<file path="config.mk">
export PLATFORM = sky130hd
export DESIGN_NAME = chroma_key_mask_bounding_box_flat
export DESIGN_NICKNAME = d
export VERILOG_FILES = /design/src/hw/rtl/ckbb_pkg.sv /design/src/hw/rtl/ckbb_pix_if.sv /design/src/hw/rtl/ckbb_res_if.sv /design/src/hw/rtl/ckbb_key_match.sv /design/src/hw/rtl/ckbb_box_track.sv /design/src/hw/rtl/chroma_key_mask_bounding_box.sv /design/src/flat_wrapper.sv
export SDC_FILE = /design/constraint.sdc
export NUM_CORES = 1
export LEC_CHECK = 0
export BUFFER_PORTS_ARGS = -buffer_cell sky130_fd_sc_hd__clkbuf_2
export CAP_MARGIN = 20
export CORE_MARGIN = 2
export CORE_UTILIZATION = 40
export CTS_CLUSTER_DIAMETER = 200
export CTS_CLUSTER_SIZE = 28
export DETAILED_ROUTE_END_ITERATION = 10
export HOLD_SLACK_MARGIN = 0.06
export PLACE_DENSITY = 0.63
export SLEW_MARGIN = 20
export SYNTH_ARGS = -nofsm -noshare
export SYNTH_HDL_FRONTEND = slang
export SYNTH_SLANG_ARGS = --single-unit
</file>
<file path="constraint.sdc">
create_clock -name i_clk -period 8.9 [get_ports i_clk]
set_input_delay 1.78 -clock i_clk [delete_from_list [all_inputs] [get_ports i_clk]]
set_output_delay 1.78 -clock i_clk [all_outputs]
set_load 0.005 [all_outputs]
</file>
<file path="src/hw/rtl/ckbb_pkg.sv">
`timescale 1ns / 1ps
// ----------------------------------------------------------------------------
// ckbb_pkg
// Shared types, constants and register codes for the chroma key mask and
// bounding box block.
// ----------------------------------------------------------------------------
package ckbb_pkg;

    // largest frame side and the widths that follow from it
    localparam int MAX_DIM = 1024;
    localparam int DIM_W   = $clog2(MAX_DIM);
    localparam int CFG_W   = DIM_W + 1;
    localparam int CH_W    = 8;
    localparam int IDX_W   = 3;

    typedef logic [CH_W-1:0]  t_chan;
    typedef logic [DIM_W-1:0] t_coord;
    typedef logic [CFG_W-1:0] t_cfg_data;

    // register indexes of the configuration port
    typedef enum logic [IDX_W-1:0] {
        CFG_KEY_BLUE     = 3'd0,
        CFG_KEY_GREEN    = 3'd1,
        CFG_KEY_RED      = 3'd2,
        CFG_TOL_BLUE     = 3'd3,
        CFG_TOL_GREEN    = 3'd4,
        CFG_TOL_RED      = 3'd5,
        CFG_FRAME_HEIGHT = 3'd6,
        CFG_FRAME_WIDTH  = 3'd7
    } t_cfg_idx;

    // register reset values
    localparam t_chan KEY_BLUE_RST  = 8'd0;
    localparam t_chan KEY_GREEN_RST = 8'd200;
    localparam t_chan KEY_RED_RST   = 8'd50;
    localparam t_chan TOL_BLUE_RST  = 8'd90;
    localparam t_chan TOL_GREEN_RST = 8'd40;
    localparam t_chan TOL_RED_RST   = 8'd90;

    // key colour and tolerances
    typedef struct packed {
        t_chan key_blue;
        t_chan key_green;
        t_chan key_red;
        t_chan tol_blue;
        t_chan tol_green;
        t_chan tol_red;
    } t_key_cfg;

    // last column and last row index of the effective frame
    typedef struct packed {
        t_coord w_last;
        t_coord h_last;
    } t_dims;

    typedef struct packed {
        t_coord left;
        t_coord right;
        t_coord top;
        t_coord bottom;
    } t_box;

    // one result word
    typedef struct packed {
        logic  foreground;
        logic  frame_done;
        t_box  box;
    } t_res;

    // last index of a frame side, with the size clamped to 1..MAX_DIM
    function automatic t_coord last_index(input t_cfg_data v);
        t_coord r;
        if (v == '0) begin
            r = '0;
        end else if (v > CFG_W'(MAX_DIM)) begin
            r = DIM_W'(MAX_DIM - 1);
        end else begin
            r = DIM_W'(v - CFG_W'(1));
        end
        return r;
    endfunction

endpackage

</file>
<file path="src/hw/rtl/ckbb_pix_if.sv">
`timescale 1ns / 1ps
// ----------------------------------------------------------------------------
// ckbb_pix_if
// Pixel channel: valid/ready handshake with one blue, green, red word.
// ----------------------------------------------------------------------------
interface ckbb_pix_if;
    logic              valid;
    logic              ready;
    ckbb_pkg::t_chan   pix_blue;
    ckbb_pkg::t_chan   pix_green;
    ckbb_pkg::t_chan   pix_red;

    modport source (output valid, output pix_blue, output pix_green, output pix_red,
                    input ready);
    modport sink   (input valid, input pix_blue, input pix_green, input pix_red,
                    output ready);
endinterface

</file>
<file path="src/hw/rtl/ckbb_res_if.sv">
`timescale 1ns / 1ps
// ----------------------------------------------------------------------------
// ckbb_res_if
// Result channel: foreground bit, end of frame flag and widened box.
// ----------------------------------------------------------------------------
interface ckbb_res_if;
    logic              valid;
    logic              ready;
    logic              foreground;
    logic              frame_done;
    ckbb_pkg::t_coord  box_left;
    ckbb_pkg::t_coord  box_right;
    ckbb_pkg::t_coord  box_top;
    ckbb_pkg::t_coord  box_bottom;

    modport source (output valid, output foreground, output frame_done,
                    output box_left, output box_right, output box_top,
                    output box_bottom, input ready);
    modport sink   (input valid, input foreground, input frame_done,
                    input box_left, input box_right, input box_top,
                    input box_bottom, output ready);
endinterface

</file>
<file path="src/hw/rtl/ckbb_key_match.sv">
`timescale 1ns / 1ps
// ----------------------------------------------------------------------------
// ckbb_key_match
// Compares a pixel with the key colour; foreground unless every channel lies
// within its tolerance.
// ----------------------------------------------------------------------------
module ckbb_key_match (
    input  ckbb_pkg::t_chan    i_blue,
    input  ckbb_pkg::t_chan    i_green,
    input  ckbb_pkg::t_chan    i_red,
    input  ckbb_pkg::t_key_cfg i_key,
    output logic               o_foreground
);

    // absolute distance within tolerance
    function automatic logic near_key(input ckbb_pkg::t_chan p,
                                      input ckbb_pkg::t_chan k,
                                      input ckbb_pkg::t_chan t);
        ckbb_pkg::t_chan d;
        d = (p >= k) ? (p - k) : (k - p);
        return d <= t;
    endfunction

    // keyed out only when all three channels match
    always_comb begin
        o_foreground = !(near_key(i_blue,  i_key.key_blue,  i_key.tol_blue)  &&
                         near_key(i_green, i_key.key_green, i_key.tol_green) &&
                         near_key(i_red,   i_key.key_red,   i_key.tol_red));
    end

endmodule

</file>
<file path="src/hw/rtl/ckbb_box_track.sv">
`timescale 1ns / 1ps
// ----------------------------------------------------------------------------
// ckbb_box_track
// Raster position counters and foreground extent; builds the widened,
// clipped box on the last pixel of each frame.
// ----------------------------------------------------------------------------
module ckbb_box_track (
    input  logic                i_clk,
    input  logic                i_rst_n,
    input  logic                i_step,
    input  logic                i_foreground,
    input  logic                i_restart,
    input  ckbb_pkg::t_dims     i_dims,
    output ckbb_pkg::t_res      o_res
);

    ckbb_pkg::t_coord r_col, r_row;
    ckbb_pkg::t_coord r_min_col, r_max_col, r_min_row, r_max_row;
    logic             r_any_fg;

    ckbb_pkg::t_coord n_min_col, n_max_col, n_min_row, n_max_row;
    logic             n_any_fg;
    logic             w_row_end;
    logic             w_last;

    // extent including the current pixel
    always_comb begin
        n_min_col = (i_foreground && r_col < r_min_col) ? r_col : r_min_col;
        n_max_col = (i_foreground && r_col > r_max_col) ? r_col : r_max_col;
        n_min_row = (i_foreground && r_row < r_min_row) ? r_row : r_min_row;
        n_max_row = (i_foreground && r_row > r_max_row) ? r_row : r_max_row;
        n_any_fg  = r_any_fg | i_foreground;
        w_row_end = (r_col >= i_dims.w_last);
        w_last    = w_row_end && (r_row >= i_dims.h_last);
    end

    // result word; box widened by one and clipped when the frame held foreground
    always_comb begin
        o_res.foreground = i_foreground;
        o_res.frame_done = w_last;
        o_res.box        = '0;
        if (w_last) begin
            o_res.box.left   = n_min_col;
            o_res.box.right  = n_max_col;
            o_res.box.top    = n_min_row;
            o_res.box.bottom = n_max_row;
            if (n_any_fg) begin
                if (n_min_col != '0) begin
                    o_res.box.left = n_min_col - 1'b1;
                end
                if (n_max_col < i_dims.w_last) begin
                    o_res.box.right = n_max_col + 1'b1;
                end
                if (n_min_row != '0) begin
                    o_res.box.top = n_min_row - 1'b1;
                end
                if (n_max_row < i_dims.h_last) begin
                    o_res.box.bottom = n_max_row + 1'b1;
                end
            end
        end
    end

    // counter and extent update
    always_ff @(posedge i_clk) begin
        if (!i_rst_n) begin
            r_col     <= '0;
            r_row     <= '0;
            r_min_col <= i_dims.w_last;
            r_max_col <= '0;
            r_min_row <= i_dims.h_last;
            r_max_row <= '0;
            r_any_fg  <= 1'b0;
        end else begin
            if (i_restart || (i_step && w_last)) begin
                r_col     <= '0;
                r_row     <= '0;
                r_min_col <= i_dims.w_last;
                r_max_col <= '0;
                r_min_row <= i_dims.h_last;
                r_max_row <= '0;
                r_any_fg  <= 1'b0;
            end else if (i_step) begin
                r_min_col <= n_min_col;
                r_max_col <= n_max_col;
                r_min_row <= n_min_row;
                r_max_row <= n_max_row;
                r_any_fg  <= n_any_fg;
                if (w_row_end) begin
                    r_col <= '0;
                    r_row <= r_row + 1'b1;
                end else begin
                    r_col <= r_col + 1'b1;
                end
            end
        end
    end

endmodule

</file>
<file path="src/hw/rtl/chroma_key_mask_bounding_box.sv">
`timescale 1ns / 1ps
// ----------------------------------------------------------------------------
// chroma_key_mask_bounding_box
// Chroma key mask with per-frame foreground bounding box.
// ----------------------------------------------------------------------------
// Takes one pixel word per clock while the output side can move and gives one
// result word per pixel: the pixel is held in an input register, keyed and
// folded into the box in one pass, and the result lands in an output register.
// The output register is held while the sink stalls and the input register
// still takes a new word as long as the output side can move, so the sustained
// rate is one word per cycle. Pixels come in raster order; the block counts
// rows and columns itself. frame_done marks the last pixel of a frame and
// carries the foreground box grown by one on each side and clipped to the
// frame; on other words the box fields are zero. A frame with no foreground
// reports left = width-1, right = 0, top = height-1, bottom = 0. Writing the
// frame height or width restarts the frame. Register writes are expected only
// while no word is in flight.
// ----------------------------------------------------------------------------
module chroma_key_mask_bounding_box (
    input  logic                  i_clk,
    input  logic                  i_rst_n,
    input  logic                  i_cfg_we,
    input  ckbb_pkg::t_cfg_idx    i_cfg_idx,
    input  ckbb_pkg::t_cfg_data   i_cfg_data,
    ckbb_pix_if.sink              i_pix,
    ckbb_res_if.source            o_res
);

    ckbb_pkg::t_key_cfg r_key;
    ckbb_pkg::t_dims    r_dims;
    logic               r_restart;

    logic               r_s1_v;
    ckbb_pkg::t_chan    r_blue, r_green, r_red;
    logic               r_out_v;
    ckbb_pkg::t_res     r_res;

    logic               w_out_free;
    logic               w_adv;
    logic               w_acc;
    logic               w_fg;
    ckbb_pkg::t_res     w_res;

    // configuration registers
    always_ff @(posedge i_clk) begin
        if (!i_rst_n) begin
            r_key.key_blue  <= ckbb_pkg::KEY_BLUE_RST;
            r_key.key_green <= ckbb_pkg::KEY_GREEN_RST;
            r_key.key_red   <= ckbb_pkg::KEY_RED_RST;
            r_key.tol_blue  <= ckbb_pkg::TOL_BLUE_RST;
            r_key.tol_green <= ckbb_pkg::TOL_GREEN_RST;
            r_key.tol_red   <= ckbb_pkg::TOL_RED_RST;
            r_dims.w_last   <= ckbb_pkg::DIM_W'(ckbb_pkg::MAX_DIM - 1);
            r_dims.h_last   <= ckbb_pkg::DIM_W'(ckbb_pkg::MAX_DIM - 1);
            r_restart       <= 1'b0;
        end else begin
            r_restart <= 1'b0;
            if (i_cfg_we) begin
                unique case (i_cfg_idx)
                    ckbb_pkg::CFG_KEY_BLUE: begin
                        r_key.key_blue <= i_cfg_data[ckbb_pkg::CH_W-1:0];
                    end
                    ckbb_pkg::CFG_KEY_GREEN: begin
                        r_key.key_green <= i_cfg_data[ckbb_pkg::CH_W-1:0];
                    end
                    ckbb_pkg::CFG_KEY_RED: begin
                        r_key.key_red <= i_cfg_data[ckbb_pkg::CH_W-1:0];
                    end
                    ckbb_pkg::CFG_TOL_BLUE: begin
                        r_key.tol_blue <= i_cfg_data[ckbb_pkg::CH_W-1:0];
                    end
                    ckbb_pkg::CFG_TOL_GREEN: begin
                        r_key.tol_green <= i_cfg_data[ckbb_pkg::CH_W-1:0];
                    end
                    ckbb_pkg::CFG_TOL_RED: begin
                        r_key.tol_red <= i_cfg_data[ckbb_pkg::CH_W-1:0];
                    end
                    ckbb_pkg::CFG_FRAME_HEIGHT: begin
                        r_dims.h_last <= ckbb_pkg::last_index(i_cfg_data);
                        r_restart     <= 1'b1;
                    end
                    ckbb_pkg::CFG_FRAME_WIDTH: begin
                        r_dims.w_last <= ckbb_pkg::last_index(i_cfg_data);
                        r_restart     <= 1'b1;
                    end
                    default: begin
                    end
                endcase
            end
        end
    end

    // handshake: input register moves when the output register is free
    assign w_out_free  = !r_out_v || o_res.ready;
    assign w_adv       = r_s1_v && w_out_free;
    assign i_pix.ready = !r_s1_v || w_adv;
    assign w_acc       = i_pix.valid && i_pix.ready;

    // valid flags
    always_ff @(posedge i_clk) begin
        if (!i_rst_n) begin
            r_s1_v  <= 1'b0;
            r_out_v <= 1'b0;
        end else begin
            if (w_acc) begin
                r_s1_v <= 1'b1;
            end else if (w_adv) begin
                r_s1_v <= 1'b0;
            end
            if (w_adv) begin
                r_out_v <= 1'b1;
            end else if (o_res.ready) begin
                r_out_v <= 1'b0;
            end
        end
    end

    // input word register
    always_ff @(posedge i_clk) begin
        if (w_acc) begin
            r_blue  <= i_pix.pix_blue;
            r_green <= i_pix.pix_green;
            r_red   <= i_pix.pix_red;
        end
    end

    // key compare
    ckbb_key_match u_key_match (
        .i_blue       (r_blue),
        .i_green      (r_green),
        .i_red        (r_red),
        .i_key        (r_key),
        .o_foreground (w_fg)
    );

    // position and box tracking
    ckbb_box_track u_box_track (
        .i_clk        (i_clk),
        .i_rst_n      (i_rst_n),
        .i_step       (w_adv),
        .i_foreground (w_fg),
        .i_restart    (r_restart),
        .i_dims       (r_dims),
        .o_res        (w_res)
    );

    // output word register
    always_ff @(posedge i_clk) begin
        if (w_adv) begin
            r_res <= w_res;
        end
    end

    assign o_res.valid      = r_out_v;
    assign o_res.foreground = r_res.foreground;
    assign o_res.frame_done = r_res.frame_done;
    assign o_res.box_left   = r_res.box.left;
    assign o_res.box_right  = r_res.box.right;
    assign o_res.box_top    = r_res.box.top;
    assign o_res.box_bottom = r_res.box.bottom;

    // box fields are zero except on the last pixel of a frame
    a_box_zero_mid_frame: assert property (@(posedge i_clk) disable iff (!i_rst_n)
        (o_res.valid && !o_res.frame_done) |->
        (o_res.box_left == '0 && o_res.box_right == '0 &&
         o_res.box_top == '0 && o_res.box_bottom == '0))
        else $error("box fields set on a word that is not the end of a frame");

    // a held input word blocks new input while the output side is stalled
    a_stall_blocks_input: assert property (@(posedge i_clk) disable iff (!i_rst_n)
        (r_s1_v && r_out_v && !o_res.ready) |-> !i_pix.ready)
        else $error("input taken while both stages are full and stalled");

    // no result straight after reset
    a_reset_empties_output: assert property (@(posedge i_clk)
        !i_rst_n |=> !o_res.valid)
        else $error("result valid after reset");

endmodule

</file>
<file path="src/flat_wrapper.sv">
// flat-port wrapper written by rule: the top's interface ports become plain ports
module chroma_key_mask_bounding_box_flat 
  (i_clk, i_rst_n, i_cfg_we, i_cfg_idx, i_cfg_data, i_pix_valid, i_pix_pix_blue, i_pix_pix_green, i_pix_pix_red, i_pix_ready, o_res_valid, o_res_foreground, o_res_frame_done, o_res_box_left, o_res_box_right, o_res_box_top, o_res_box_bottom, o_res_ready);
  ckbb_pix_if i_pix_i ();
  ckbb_res_if o_res_i ();
  input  logic i_clk;
  input  logic i_rst_n;
  input  logic i_cfg_we;
  input  ckbb_pkg::t_cfg_idx i_cfg_idx;
  input  ckbb_pkg::t_cfg_data i_cfg_data;
  input wire logic [$bits(i_pix_i.valid)-1:0] i_pix_valid;
  input wire logic [$bits(i_pix_i.pix_blue)-1:0] i_pix_pix_blue;
  input wire logic [$bits(i_pix_i.pix_green)-1:0] i_pix_pix_green;
  input wire logic [$bits(i_pix_i.pix_red)-1:0] i_pix_pix_red;
  output wire logic [$bits(i_pix_i.ready)-1:0] i_pix_ready;
  output wire logic [$bits(o_res_i.valid)-1:0] o_res_valid;
  output wire logic [$bits(o_res_i.foreground)-1:0] o_res_foreground;
  output wire logic [$bits(o_res_i.frame_done)-1:0] o_res_frame_done;
  output wire logic [$bits(o_res_i.box_left)-1:0] o_res_box_left;
  output wire logic [$bits(o_res_i.box_right)-1:0] o_res_box_right;
  output wire logic [$bits(o_res_i.box_top)-1:0] o_res_box_top;
  output wire logic [$bits(o_res_i.box_bottom)-1:0] o_res_box_bottom;
  input wire logic [$bits(o_res_i.ready)-1:0] o_res_ready;
  assign i_pix_i.valid = i_pix_valid;
  assign i_pix_i.pix_blue = i_pix_pix_blue;
  assign i_pix_i.pix_green = i_pix_pix_green;
  assign i_pix_i.pix_red = i_pix_pix_red;
  assign i_pix_ready = i_pix_i.ready;
  assign o_res_valid = o_res_i.valid;
  assign o_res_foreground = o_res_i.foreground;
  assign o_res_frame_done = o_res_i.frame_done;
  assign o_res_box_left = o_res_i.box_left;
  assign o_res_box_right = o_res_i.box_right;
  assign o_res_box_top = o_res_i.box_top;
  assign o_res_box_bottom = o_res_i.box_bottom;
  assign o_res_i.ready = o_res_ready;
  chroma_key_mask_bounding_box u_core (.i_clk(i_clk), .i_rst_n(i_rst_n), .i_cfg_we(i_cfg_we), .i_cfg_idx(i_cfg_idx), .i_cfg_data(i_cfg_data), .i_pix(i_pix_i), .o_res(o_res_i));
endmodule
</file>
* After elaboration in Yosys (flattened, before gate mapping)
Index checks and enable logic that the tools add are counted.
** Word-level totals
- Output and inout port bits :: 44
- Bits of input ports :: 43
- Bits in registers :: 198
- Logic and storage cells :: 125
** Cells by class
- Magnitude comparators :: 15
- Reduce and logical (&&, ||, !) cells :: 34
- Add/sub/neg operators :: 13
- Mux-type cells :: 26
- Bitwise gates (word level) :: 2
- Equal/unequal tests :: 8
** Operators with widths (number)
- 10-bit 2-to-1 mux :: 17
- 8-bit subtractor :: 6
- 10-bit by 1-bit adder with 10-bit output (second input constant) :: 4
- 10-bit < comparator :: 4
- 40-bit 2-to-1 mux :: 1
- 10-bit by 1-bit subtractor with 10-bit output (second input constant) :: 3
- 8-bit >= comparator :: 3
- 8-bit less-or-equal comparator :: 3
- 8-bit 2-to-1 mux :: 3
- 10-bit >= comparator :: 2
- 10-bit > comparator :: 2
- 2-bit AND reduction :: 10
- 10-bit nonzero test :: 2
- 3-bit equality test (second input constant) :: 4
- 11-bit > comparator (second input constant) :: 1
- 11-bit zero test :: 1
- 1-bit logical AND :: 10
- 3-bit by 2-bit equality test with 1-bit output (second input constant) :: 2
- 1-bit 2-to-1 mux :: 5
- 2-bit nonzero test :: 2
- 2-bit OR reduction :: 2
- 3-bit by 1-bit equality test with 1-bit output (second input constant) :: 1
- 1-bit zero test :: 3
- 3-bit zero test :: 1
- 4 further kinds :: 6

* Longest topological paths before layout
Gate-level depths: netlist of run 1.
- Depth in word-level cells :: 11
- Mapped depth :: 33

* Modules after synthesis
Synthesis of run 1 repeated with hierarchy kept, for this count alone.
** Unflattened totals
- Cell total of the unflattened synthesis :: 1602
- Area total of the unflattened synthesis :: 13964.6 sq um
** By module, submodules not included
- ckbb_box_track :: area an instance 6528.8 sq um, cells an instance 849, times used 1, seq. area each 1421.4 sq um
- chroma_key_mask_bounding_box :: area an instance 4981.0 sq um, cells an instance 430, times used 1, seq. area each 3403.3 sq um
- ckbb_key_match :: area an instance 2454.9 sq um, cells an instance 323, times used 1, seq. area each 0.0 sq um

* Worst setup path before layout of run 1
No wires, ideal clock.
- Path type :: register to register
- Start :: register u_core.r_red[0]
- End :: register u_core.r_res (netlist bit u_core.o_res.box_right[6]), data pin
- Setup time :: 0.262 ns
- Cell stages (with the launch flop) :: 33
- Arrival time :: 6.216 ns
- Path buffers :: 2
- Required time :: 8.638 ns
- Path slack :: 2.422 ns
- Clock period less this slack :: 6.478 ns
- Path through :: edfxtp_1 > inv_1 > ha_1 > inv_1 > fa_1 > a21o_1 > a2111o_1 > a41o_1 > buf_6 > a211o_1 > and3_1 > o21ai_1 > a31oi_1 > o21ai_1 > xnor2_1 > ha_1 > nand4_1 > a21oi_1 > o21ai_1 > a31oi_2 > clkbuf_1 > mux2i_1 > inv_1 > ha_1 > a211oi_1 > nor2_1 > nor3_1 > o21ai_0 > a21oi_1 > nand4b_1 > o21ai_4 > nand4_1 > mux2_1
** On the way
- Longest elaborated chain between the ends :: 10
- Elaborated cells between the ends (all ways) :: 14
- Classes of those cells :: 3 x add/sub; 3 x order compare; 4 x mux; 1 x bitwise; 3 x reduce/logical
** Ends and longest elaborated chain
- start: declaration :: RTL line chroma_key_mask_bounding_box.sv:34 : ckbb_pkg::t_chan r_blue, r_green, r_red;
- start signal: assignment :: RTL line chroma_key_mask_bounding_box.sv:123 : r_red <= i_pix.pix_red;
- 8-bit subtractor or 8-bit >= comparator (tied branches) :: RTL line ckbb_key_match.sv:20 : d = (p >= k) ? (p - k) : (k - p);
- 8-bit 2-to-1 mux * :: RTL line ckbb_key_match.sv:20
- 8-bit less-or-equal comparator * :: RTL line ckbb_key_match.sv:21 : return d <= t;
- 1-bit logical AND * :: RTL line ckbb_key_match.sv:27 : near_key(i_green, i_key.key_green, i_key.tol_green) &&
- 1-bit zero test * :: RTL line ckbb_key_match.sv:26 : o_foreground = !(near_key(i_blue, i_key.key_blue, i_key.tol_blue) &&
- 1-bit logical AND * :: RTL line ckbb_box_track.sv:29 : n_max_col = (i_foreground && r_col > r_max_col) ? r_col : r_max_col;
- 10-bit 2-to-1 mux * :: RTL line ckbb_box_track.sv:29
- via u_core.u_box_track.n_max_col[3] :: RTL line ckbb_box_track.sv:21 : ckbb_pkg::t_coord n_min_col, n_max_col, n_min_row, n_max_row;
- 10-bit by 1-bit adder with 10-bit output or 10-bit < comparator (tied branches) :: RTL line ckbb_box_track.sv:52, ckbb_box_track.sv:51
- 10-bit 2-to-1 mux * :: RTL line ckbb_box_track.sv:51 : if (n_max_col < i_dims.w_last) begin
- 40-bit 2-to-1 mux * :: RTL line ckbb_box_track.sv:47 : if (n_any_fg) begin
- end signal: assignment :: RTL line chroma_key_mask_bounding_box.sv:150 : r_res <= w_res;
- end: declaration :: RTL line chroma_key_mask_bounding_box.sv:36 : ckbb_pkg::t_res r_res;
Mark *: on every way through the listed nets, which the timed path passes. The rest lies on a longest branch.
A chain may end at the register's enable or synchronous reset.

* Worst setup path after layout of run 1
- Start :: register u_core.r_red[0]
- End :: register u_core.r_res (netlist bit u_core.o_res.box_bottom[6]), data pin
** On the way
- Longest elaborated chain between the ends :: 10
- Elaborated cells between the ends (all ways) :: 14
- Classes of those cells :: 3 x add/sub; 3 x order compare; 4 x mux; 1 x bitwise; 3 x reduce/logical
** Ends and longest elaborated chain
- 8-bit subtractor or 8-bit >= comparator (tied branches) :: RTL line ckbb_key_match.sv:20
- 8-bit 2-to-1 mux * :: RTL line ckbb_key_match.sv:20
- 8-bit less-or-equal comparator * :: RTL line ckbb_key_match.sv:21
- 1-bit logical AND * :: RTL line ckbb_key_match.sv:27
- 1-bit zero test * :: RTL line ckbb_key_match.sv:26
- 1-bit logical AND * :: RTL line ckbb_box_track.sv:31 : n_max_row = (i_foreground && r_row > r_max_row) ? r_row : r_max_row;
- 10-bit 2-to-1 mux * :: RTL line ckbb_box_track.sv:31
- via u_core.u_box_track.n_max_row[3] :: RTL line ckbb_box_track.sv:21
- 10-bit by 1-bit adder with 10-bit output or 10-bit < comparator (tied branches) :: RTL line ckbb_box_track.sv:58, ckbb_box_track.sv:57
- 10-bit 2-to-1 mux * :: RTL line ckbb_box_track.sv:57 : if (n_max_row < i_dims.h_last) begin
- 40-bit 2-to-1 mux * :: RTL line ckbb_box_track.sv:47
Marks and branches as above.

==> results of run 1 <==
## worst register-to-register path: cells and delay by family (launching register included)
kind | cells | cell delay (ps)
AOI/OAI and AO/OA | 16 | 3970
buffers and inverters | 4 | 570
muxes | 1 | 270
xor gates and xnor gates | 1 | 90
and+or+nand+nor | 4 | 1090
adders and majority gates | 4 | 1160
DFF | 1 | 390
## metrics by stage
step,setup slack [ps],cells,util (%)
after detailed placement,1300,2018,42.6
after global routing,364,2050,44.3
final,1190,2052,44.3
after CTS,1260,2050,44.3
after floorplan,2420,1547,-
after global placement,1550,2018,42.6
## per-layer routing
| layer | global-route usage, % | up-vias | wire length [um] |
|---|---|---|---|
| met5 | 0 | - | 0 |
| met4 | 7.05 | 0 | 728 |
| met3 | 4.39 | 52 | 2060 |
| met2 | 32.2 | 316 | 15900 |
| met1 | 24.9 | 5251 | 15300 |
| li1 | - | 5556 | - |
## synthesized netlist by cell type, types with 4 or more instances
cell type,n
a211o_1,4
a211oi_1,31
a21o_1,30
a21oi_1,123
a31oi_1,9
and2_1,6
and3_1,14
buf_1,4
buf_2,9
clkbuf_1,55
dfxtp_1,112
edfxtp_1,86
fa_1,6
ha_1,152
inv_1,154
mux2_2,20
mux2i_1,38
nand2_1,180
nand2b_1,8
nand3_1,33
nand4_1,38
nor2_1,113
nor2b_1,11
nor3_1,35
nor3b_1,6
nor4_1,6
o211ai_1,42
o21a_1,7
o21ai_0,65
o21ai_1,7
o22ai_1,4
o31ai_1,7
or2_2,10
or3_1,11
xnor2_1,28
xor2_1,23
## placed cells by master, fill, tap and decap left out, types with 10 or more instances in the layout
| cell | synthesis | final |
|---|---|---|
| nand3_1 | 33 | 33 |
| edfxtp_1 | 86 | 86 |
| dfxtp_1 | 112 | 112 |
| nor2b_1 | 11 | 11 |
| mux2i_1 | 38 | 38 |
| nand4_1 | 38 | 38 |
| a21oi_1 | 123 | 123 |
| or2_2 | 10 | 10 |
| clkbuf_16 | 0 | 18 |
| ha_1 | 152 | 152 |
| mux2_2 | 20 | 20 |
| o21ai_0 | 65 | 65 |
| a211oi_1 | 31 | 31 |
| buf_4 | 3 | 11 |
| inv_1 | 154 | 154 |
| nor2_1 | 113 | 113 |
| o211ai_1 | 42 | 42 |
| a21o_1 | 30 | 30 |
| and3_1 | 14 | 14 |
| xnor2_1 | 28 | 28 |
| xor2_1 | 23 | 23 |
| nor3_1 | 35 | 34 |
| or3_1 | 11 | 11 |
| nand2_1 | 180 | 180 |
| clkbuf_2 | 0 | 86 |
## how the worst max path moves through the flow
stage                                            end
final                     u_core.o_res.box_bottom[6]
after global routing      u_core.o_res.box_bottom[5]
after detailed placement  u_core.o_res.box_bottom[6]
after global placement    u_core.o_res.box_bottom[8]
after floorplan            u_core.o_res.box_right[6]
after CTS                 u_core.o_res.box_bottom[6]
## final cells by class
class	instances	area (um^2)
antenna	2	5.00
clock buffer	20	458
clock inverter	12	91.3
fill	3267	18500
inverter	157	589
multi-input combinational	1118	7710
sequential	198	4820
tap	448	561
timing repair buffer	97	513
## logic make-up (layout without fill, tap and decap cells)
group | Yosys count | count (layout) | synth area share (%)
adder cells (fa/ha/maj) | 159 | 159 | 15.1
multiplexers | 61 | 61 | 4.79
XOR/XNOR | 51 | 51 | 3.33
AND/OR/NAND/NOR | 488 | 488 | 17.1
other | 0 | 2 | 0
buffers and inverters | 231 | 286 | 6.80
AO/OA/AOI/OAI | 359 | 359 | 16.9
flip-flops | 198 | 198 | 35.9
## report_power, final
part	internal (mW)	switching [mW]	total, mW
registers	0.992	0.0277	1.02
logic	0.189	0.305	0.494
clock network	0.379	0.368	0.746
total	1.56	0.700	2.26
==> results.yml, run 1 <==
outcome:
  status: "finished clean"
cts:
  cts_buffers: 17
  hold_buffers: 0
  cts-htree-levels: 4
  cts_sinks: 198
  cts_tree: "done"
  postCtsSetupBuffers: 0
  clk_transition_reported_paths_ps: 70
  cts-root-buf: "clkbuf_16"
  clock_latency_ps: 460
  cts_max_path_buffers: 2
  cts_resized: 0
worst_setup_path:
  critical_path.top_delay_family: "compound AO/OA/AOI/OAI gates"
  max_stage_delay_ps: 780
  cp.depth: 30
  worstSetupPathType: "register to register"
  regToRegSetupSlack_ps: 1190
  arrival_ps: 7980
  ff2ff_path_depth: 30
  endpoint_kind: "register"
  r2r-start: "u_core.r_red[0]"
  crit_fanout: 16
  slowest_stage: "a31oi_2"
  crit_required_ps: 9180
  cp_num_buf_inv: 4
  crit_path_start: "u_core.r_red[0]"
  r2r_end: "u_core.o_res.box_bottom[6]"
  start_kind: "register"
synthesis:
  synth.distinct_cells: 74
  synth_warnings: 0
  synth_area_leaders: "edfxtp_1 (19%), dfxtp_1 (17%), ha_1 (14%), nand2_1 (5.0%), a21oi_1 (4.6%)"
  syn_inst: 1547
  synth_top_cell_by_area: "edfxtp_1"
  synthArstFlopShare_pct: 0
  ys_seq_elements: 198
  synth_area_per_cell_um2: 8.68
  syn_area_um2: 13400
  synth_top_area_share_pct: 19.2
  synth_fp_nets: 1748
  synth_flop_cell: "dfxtp_1"
  ys_seq_area_share_pct: 35.9
  synth_edf_count: 86
pwr:
  powerDensity_nw_per_um2: 153
  peakVddDrop_mv: 0.145
  power_mw: 2.26
  p_leak_nw: 6.48
timing:
  max_freq_mhz: 130
  setup_tns_ps: 0
  finalCritPeriodShare_pct: 86.6
  hold-worst-slack_ps: 457
  setup_viol: 0
  rsz0062_at_grt: "false"
  final.min_clock_period_ps: 7710
  tightest_slew_ps: 1050
  finalClockSkew_ps: 14.4
  worst_slew_margin_rel_pct: 29.8
  drv_slew: 0
  hold_viol: 0
place:
  placed_area_um2: 14200
  hpwl_um: 25200
  place.gp.congestion: 0.902
  numPortBuffers: 86
floorplan:
  die_y_um: 187
  core_area_um2: 33300
  die-area_um2: 35000
  start_util_pct: 40.3
  die_w_um: 187
  rows: 67
  boundaryPins: 87
global_routing:
  grt_max_degree: 73
  first_global_vias: 10500
  grt_usage_pct: 19.5
  antenna_found_initial: 2
  grt_pass1_wl_um: 54500
  grt_remaining_overflow: 0
routing:
  final_antenna_net_count: 0
  drt_iter0_markers: 730
  wirelength_um: 33900
  first_pass_iters: 5
  vias: 11200
  wire_per_inst_um: 16.5
  avgViaCountPerCell: 5.45
  post-route-drc-count: 0
hold_path:
  min-delay-start: "u_core.r_key[5]"
  holdCritPathClass: "register to register"
  min_to: "u_core.r_key[5]"
  hold_depth: 2
finish:
  area_growth_pct: 9.88
  nNetsFinal: 1790
  fin_area_um2: 14700
  drive_gt1_share_pct: 10.9
  largest_reg_flops: 48
  top_regs: "u_core.r_key: 48 flops, u_core.r_dims: 20 flops"
  regMostFlops: "u_core.r_key"
run:
  drv_cap: 0
Power figures use the tool's default switching activity.
==> run 2, diff against run 1 <==
- clock period: 8.9 -> 7.31 ns (I/O delays scaled with it)
==> run 2 against run 1 <==
  * Non-clock buffer count rose by 20
  * Global-route usage rose by 0.13 points
  * Final cell count rose by 1.0%
  * Die area did not move
  * Clock-buffer cell count fell by 2
  * Worst setup slack got worse by 710 ps
  * Critical path depth did not move
  * Largest cell class unchanged
  * Critical path type unchanged
==> results.yml, run 2 (synthesized netlist as in run 1, its figures left out) <==
outcome:
  status: "finished clean"
place:
  placed_area_um2: 14300
  numPortBuffers: 86
  place.gp.congestion: 0.869
  place_ws_ps: 199
  placed_cells: 2036
  hpwl_um: 25100
floorplan:
  die-area_um2: 35000
  start_util_pct: 40.3
  boundaryPins: 87
  die_w_um: 187
  die_y_um: 187
  rows: 67
  core_area_um2: 33300
timing:
  max_freq_mhz: 146
  setup_viol: 0
  finalWorstSetupSlack_ps: 482
  drv_slew: 0
  hold_viol: 0
  finalCritPeriodShare_pct: 93.4
  finalClockSkew_ps: 16.7
  tightest_slew_ps: 1060
  setup_tns_ps: 0
  hold-worst-slack_ps: 456
  final.min_clock_period_ps: 6830
  worst_slew_margin_rel_pct: 29.4
worst_setup_path:
  arrival_ps: 7040
  path_common_cell: "a21o_1"
  start_kind: "register"
  crit_fanout: 24
  regToRegSetupSlack_ps: 480
  r2r-start: "u_core.r_blue[0]"
  worstSetupPathType: "register to register"
  r2r_end: "u_core.o_res.box_bottom[2]"
  max_stage_delay_ps: 410
  crit_required_ps: 7520
  ff2ff_path_depth: 30
  endpoint_kind: "register"
  slowest_stage: "nor4bb_2"
pwr:
  internal-power_mw: 1.91
  p_comb_share_pct: 22.6
  swShare_pct: 31.5
  p_leak_nw: 6.59
  peakVddDrop_mv: 0.175
  clkPwrFrac_pct: 32.8
  pwr-share-seq_pct: 44.6
  p_sw_uw: 878
  power_mw: 2.78
  powerDensity_nw_per_um2: 186
finish:
  area_growth_pct: 11.3
  top_regs: "u_core.r_key: 48 flops, u_core.r_dims: 20 flops"
  drive_gt1_share_pct: 12.6
  stdcell_count: 2073
  fin_area_um2: 14900
  regMostFlops: "u_core.r_key"
  final_common_cell: "nand2_1"
  final_core_util_pct: 44.9
  nNetsFinal: 1811
  final_cell_mix: "nand2_1 (180), inv_1 (154), ha_1 (152), a21oi_1 (122), nor2_1 (113)"
  nFillCells: 3258
  largest_reg_flops: 48
cts:
  clk_transition_reported_paths_ps: 80
  cts-root-buf: "clkbuf_16"
  cts-htree-levels: 4
  hold_buffers: 0
  cts_tree: "done"
  cts_sinks: 198
  cts_buffers: 17
  clock_latency_ps: 460
  cts_max_path_buffers: 2
global_routing:
  grt_remaining_overflow: 0
  grt_max_degree: 66
  grt_pass1_wl_um: 55300
  antenna_found_initial: 3
  first_global_vias: 10800
  grt_usage_pct: 19.6
routing:
  wirelength_um: 33900
  first_pass_iters: 7
  vias: 11200
  final_antenna_net_count: 0
  drt_iter0_markers: 623
  post-route-drc-count: 0
  wire_per_inst_um: 16.4
  avgViaCountPerCell: 5.41
hold_path:
  min-delay-start: "u_core.r_key[7]"
  holdCritPathClass: "register to register"
  hold_depth: 2
  min_to: "u_core.r_key[7]"
run:
  drv_cap: 0
[run 2: worst max path at each step]
stage / endpoint / start / slack, ps
after CTS: u_core.o_res.box_bottom[5] / u_core.r_red[0] / 160
after global routing: u_core.o_res.box_right[7] / u_core.r_green[0] / -20
after floorplan: u_core.o_res.box_right[6] / u_core.r_red[0] / 830
after detailed placement: u_core.o_res.box_bottom[5] / u_core.r_red[0] / 200
final: u_core.o_res.box_bottom[2] / u_core.r_blue[0] / 480
after global placement: u_core.o_res.box_bottom[6] / u_core.r_red[0] / 420
[run 2: metal layers]
metal  up-vias  global-route usage (%)  routed length (um)
met5         -                       0                  12
met4         2                    7.26                 762
met3        56                    4.05                1980
met2       296                    32.9               15900
met1      5245                    24.8               15300
li1       5612                       -                   -
[run 2: power by group through the flow]
stage	clock network [mW]	logic, mW	registers [mW]
2_1_floorplan	0	0.452	1.26
3_3_place_gp	0	0.604	1.27
3_5_place_dp	0	0.618	1.27
4_1_cts	0.934	0.621	1.24
5_1_grt	0.976	0.705	1.25
6_report	0.912	0.629	1.24
[run 2: final cells by class]
type                       instances  area, um^2  share of cell area, %
multi-input combinational       1119        7740                   51.9
sequential                       198        4820                   32.3
timing repair buffer             117         667                   4.46
inverter                         157         589                   3.95
tap                              448         561                   3.75
clock buffer                      18         429                   2.87
clock inverter                    14         116                  0.779
antenna                            2        5.00                 0.0335
[run 2: repair_timing]
action	4_1_cts	5_1_grt
setup endpoints to repair	0	20
gates resized for setup	0	11
setup buffers	0	2
[run 2: critical path: cells and delay by family (launching register included)]
family	cells	cell delay [ps]
buffers and inverters	4	490
DFF	1	400
AOI/OAI and AO/OA	16	3150
muxes	2	530
xor gates and xnor gates	1	90
adders and majority gates	4	1140
and+or+nand+nor	3	780
==> run 3, diff against run 2 <==
- CORE_ASPECT_RATIO: not set -> 1.4
- RECOVER_POWER: not set -> 100
==> run 3 against run 2 <==
  * Sequential share of layout area rose by 0.16 points
  * Critical endpoint is now u_core.o_res.box_bottom[6]
  * Non-clock buffer count rose by 2
  * The flow now finishes with violations (max-capacitance violations, max-slew violations)
  * Largest cell class unchanged
  * Worst setup slack got worse by 81 ps
==> results.yml, run 3 (synthesized netlist as in run 1, its figures left out) <==
routing:
  wirelength_um: 34400
  final_antenna_net_count: 0
  first_pass_iters: 5
  post-route-drc-count: 0
  wire_per_inst_um: 16.6
  vias: 11200
  drt_iter0_markers: 812
  avgViaCountPerCell: 5.40
cts:
  cts_max_path_buffers: 2
  cts_buffers: 17
  clock_latency_ps: 460
  cts_tree: "done"
  cts-htree-levels: 4
  cts-root-buf: "clkbuf_16"
  hold_buffers: 0
  clk_transition_reported_paths_ps: 80
  cts_sinks: 198
place:
  place_ws_ps: 55.9
  numPortBuffers: 86
  placed_cells: 2033
  place.gp.congestion: 0.926
  hpwl_um: 25800
finish:
  nFillCells: 3238
  final_cell_mix: "nand2_1 (180), inv_1 (155), ha_1 (152), a21oi_1 (122), nor2_1 (113)"
  top_regs: "u_core.r_key: 48 flops, u_core.r_dims: 20 flops"
  largest_reg_flops: 48
  multi_input_area_um2: 7700
  nNetsFinal: 1812
  drive_gt1_share_pct: 9.91
  area_growth_pct: 10.7
  regMostFlops: "u_core.r_key"
  seq_area_um2: 4820
  stdcell_count: 2069
  diodes: 0
  final_common_cell: "nand2_1"
floorplan:
  start_util_pct: 40.5
  die_y_um: 221
  core_area_um2: 33100
  die_w_um: 159
  rows: 79
  boundaryPins: 87
  die-area_um2: 35100
worst_setup_path:
  crit_fanout: 24
  arrival_ps: 7210
  r2r_end: "u_core.o_res.box_bottom[6]"
  ff2ff_path_depth: 31
  regToRegSetupSlack_ps: 400
  start_kind: "register"
  endpoint_kind: "register"
  r2r-start: "u_core.r_red[0]"
  crit_required_ps: 7610
  crit_path_start: "u_core.r_red[0]"
  worstSetupPathType: "register to register"
  slowest_stage: "a2111o_1"
  endpoint: "u_core.o_res.box_bottom[6]"
  max_stage_delay_ps: 410
timing:
  tightest_slew_ps: 1930
  rsz0062_at_grt: "false"
  finalClockSkew_ps: 9.53
  setup_viol: 0
  finalWorstSetupSlack_ps: 401
  hold_viol: 0
  drv_slew: 184
  worst_slew_margin_rel_pct: -29.0
  final.min_clock_period_ps: 6910
  hold-worst-slack_ps: 460
  finalCritPeriodShare_pct: 94.5
  max_freq_mhz: 145
  setup_tns_ps: 0
pwr:
  peakVddDrop_mv: 0.160
  powerDensity_nw_per_um2: 189
  power_mw: 2.81
  p_leak_nw: 6.51
global_routing:
  antenna_found_initial: 1
  grt_max_degree: 45
  grt_usage_pct: 19.7
  use_met2_pct: 35.8
  grt_busiest_layer: "met2"
  grt_pass1_wl_um: 55100
  grt_util_met3_pct: 2.94
  met1_usage_pct: 22.6
  grt_remaining_overflow: 0
  first_global_vias: 10900
run:
  drv_cap: 6
hold_path:
  holdCritPathClass: "register to register"
outcome:
  violations: "max-capacitance violations, max-slew violations"
  status: "finished, violations left"
## run 3: layout make-up
class,instances,area share [%]
clock inverter,11,0.682
clock buffer,21,3.24
timing repair buffer,119,4.08
tap,445,3.75
sequential,198,32.5
multi-input combinational,1118,51.8
inverter,157,3.96
## run 3: what timing repair did
| action | 4_1_cts | 5_1_grt |
|---|---|---|
| setup endpoints to repair | 0 | 20 |
| gates resized for setup | 0 | 12 |
| setup buffers | 0 | 4 |
## run 3: how the worst min path moves through the flow
| stage | slack (ps) | to | start | cells past startpoint |
|---|---|---|---|---|
| floorplan | 440 | u_core.r_key[10] | u_core.r_key[10] | 2 |
| global placement | 440 | u_core.r_key[12] | u_core.r_key[12] | 2 |
| detailed placement | 450 | u_core.r_key[12] | u_core.r_key[12] | 2 |
| CTS | 460 | u_core.r_key[12] | u_core.r_key[12] | 2 |
| global route | 480 | u_core.r_key[12] | u_core.r_key[12] | 2 |
| finish | 460 | u_core.r_key[5] | u_core.r_key[5] | 2 |
## run 3: stage by stage
stage | area, um^2 | util, %
finish | 14900 | 44.9
global route | 14900 | 44.9
detailed placement | 14300 | 43.2
CTS | 14900 | 45.0
floorplan | 13400 | -
global placement | 14300 | 43.2
## run 3: power by group
part	internal, mW	switching [mW]
logic	0.239	0.376
registers	1.21	0.0335
clock network	0.499	0.455
total	1.95	0.864
## run 3: metal layers
layer  routed length [um]  share of wire [%]  vias up
met1                14100                 41     5233
met5                    0                  0        -
met4                 1330                3.9        0
met3                 1650                4.8       69
met2                17300                 50      297
li1                     -                  -     5581
## run 3: worst max-delay path, delay by kind of cell (launching register included)
family                   cells  cell delay [ps]
buffers and inverters        5              650
AND/OR/NAND/NOR              4              960
XOR/XNOR                     1               80
AO/OA/AOI/OAI               16             3230
flip-flops                   1              400
multiplexers                 1              250
adder cells (fa/ha/maj)      4             1140
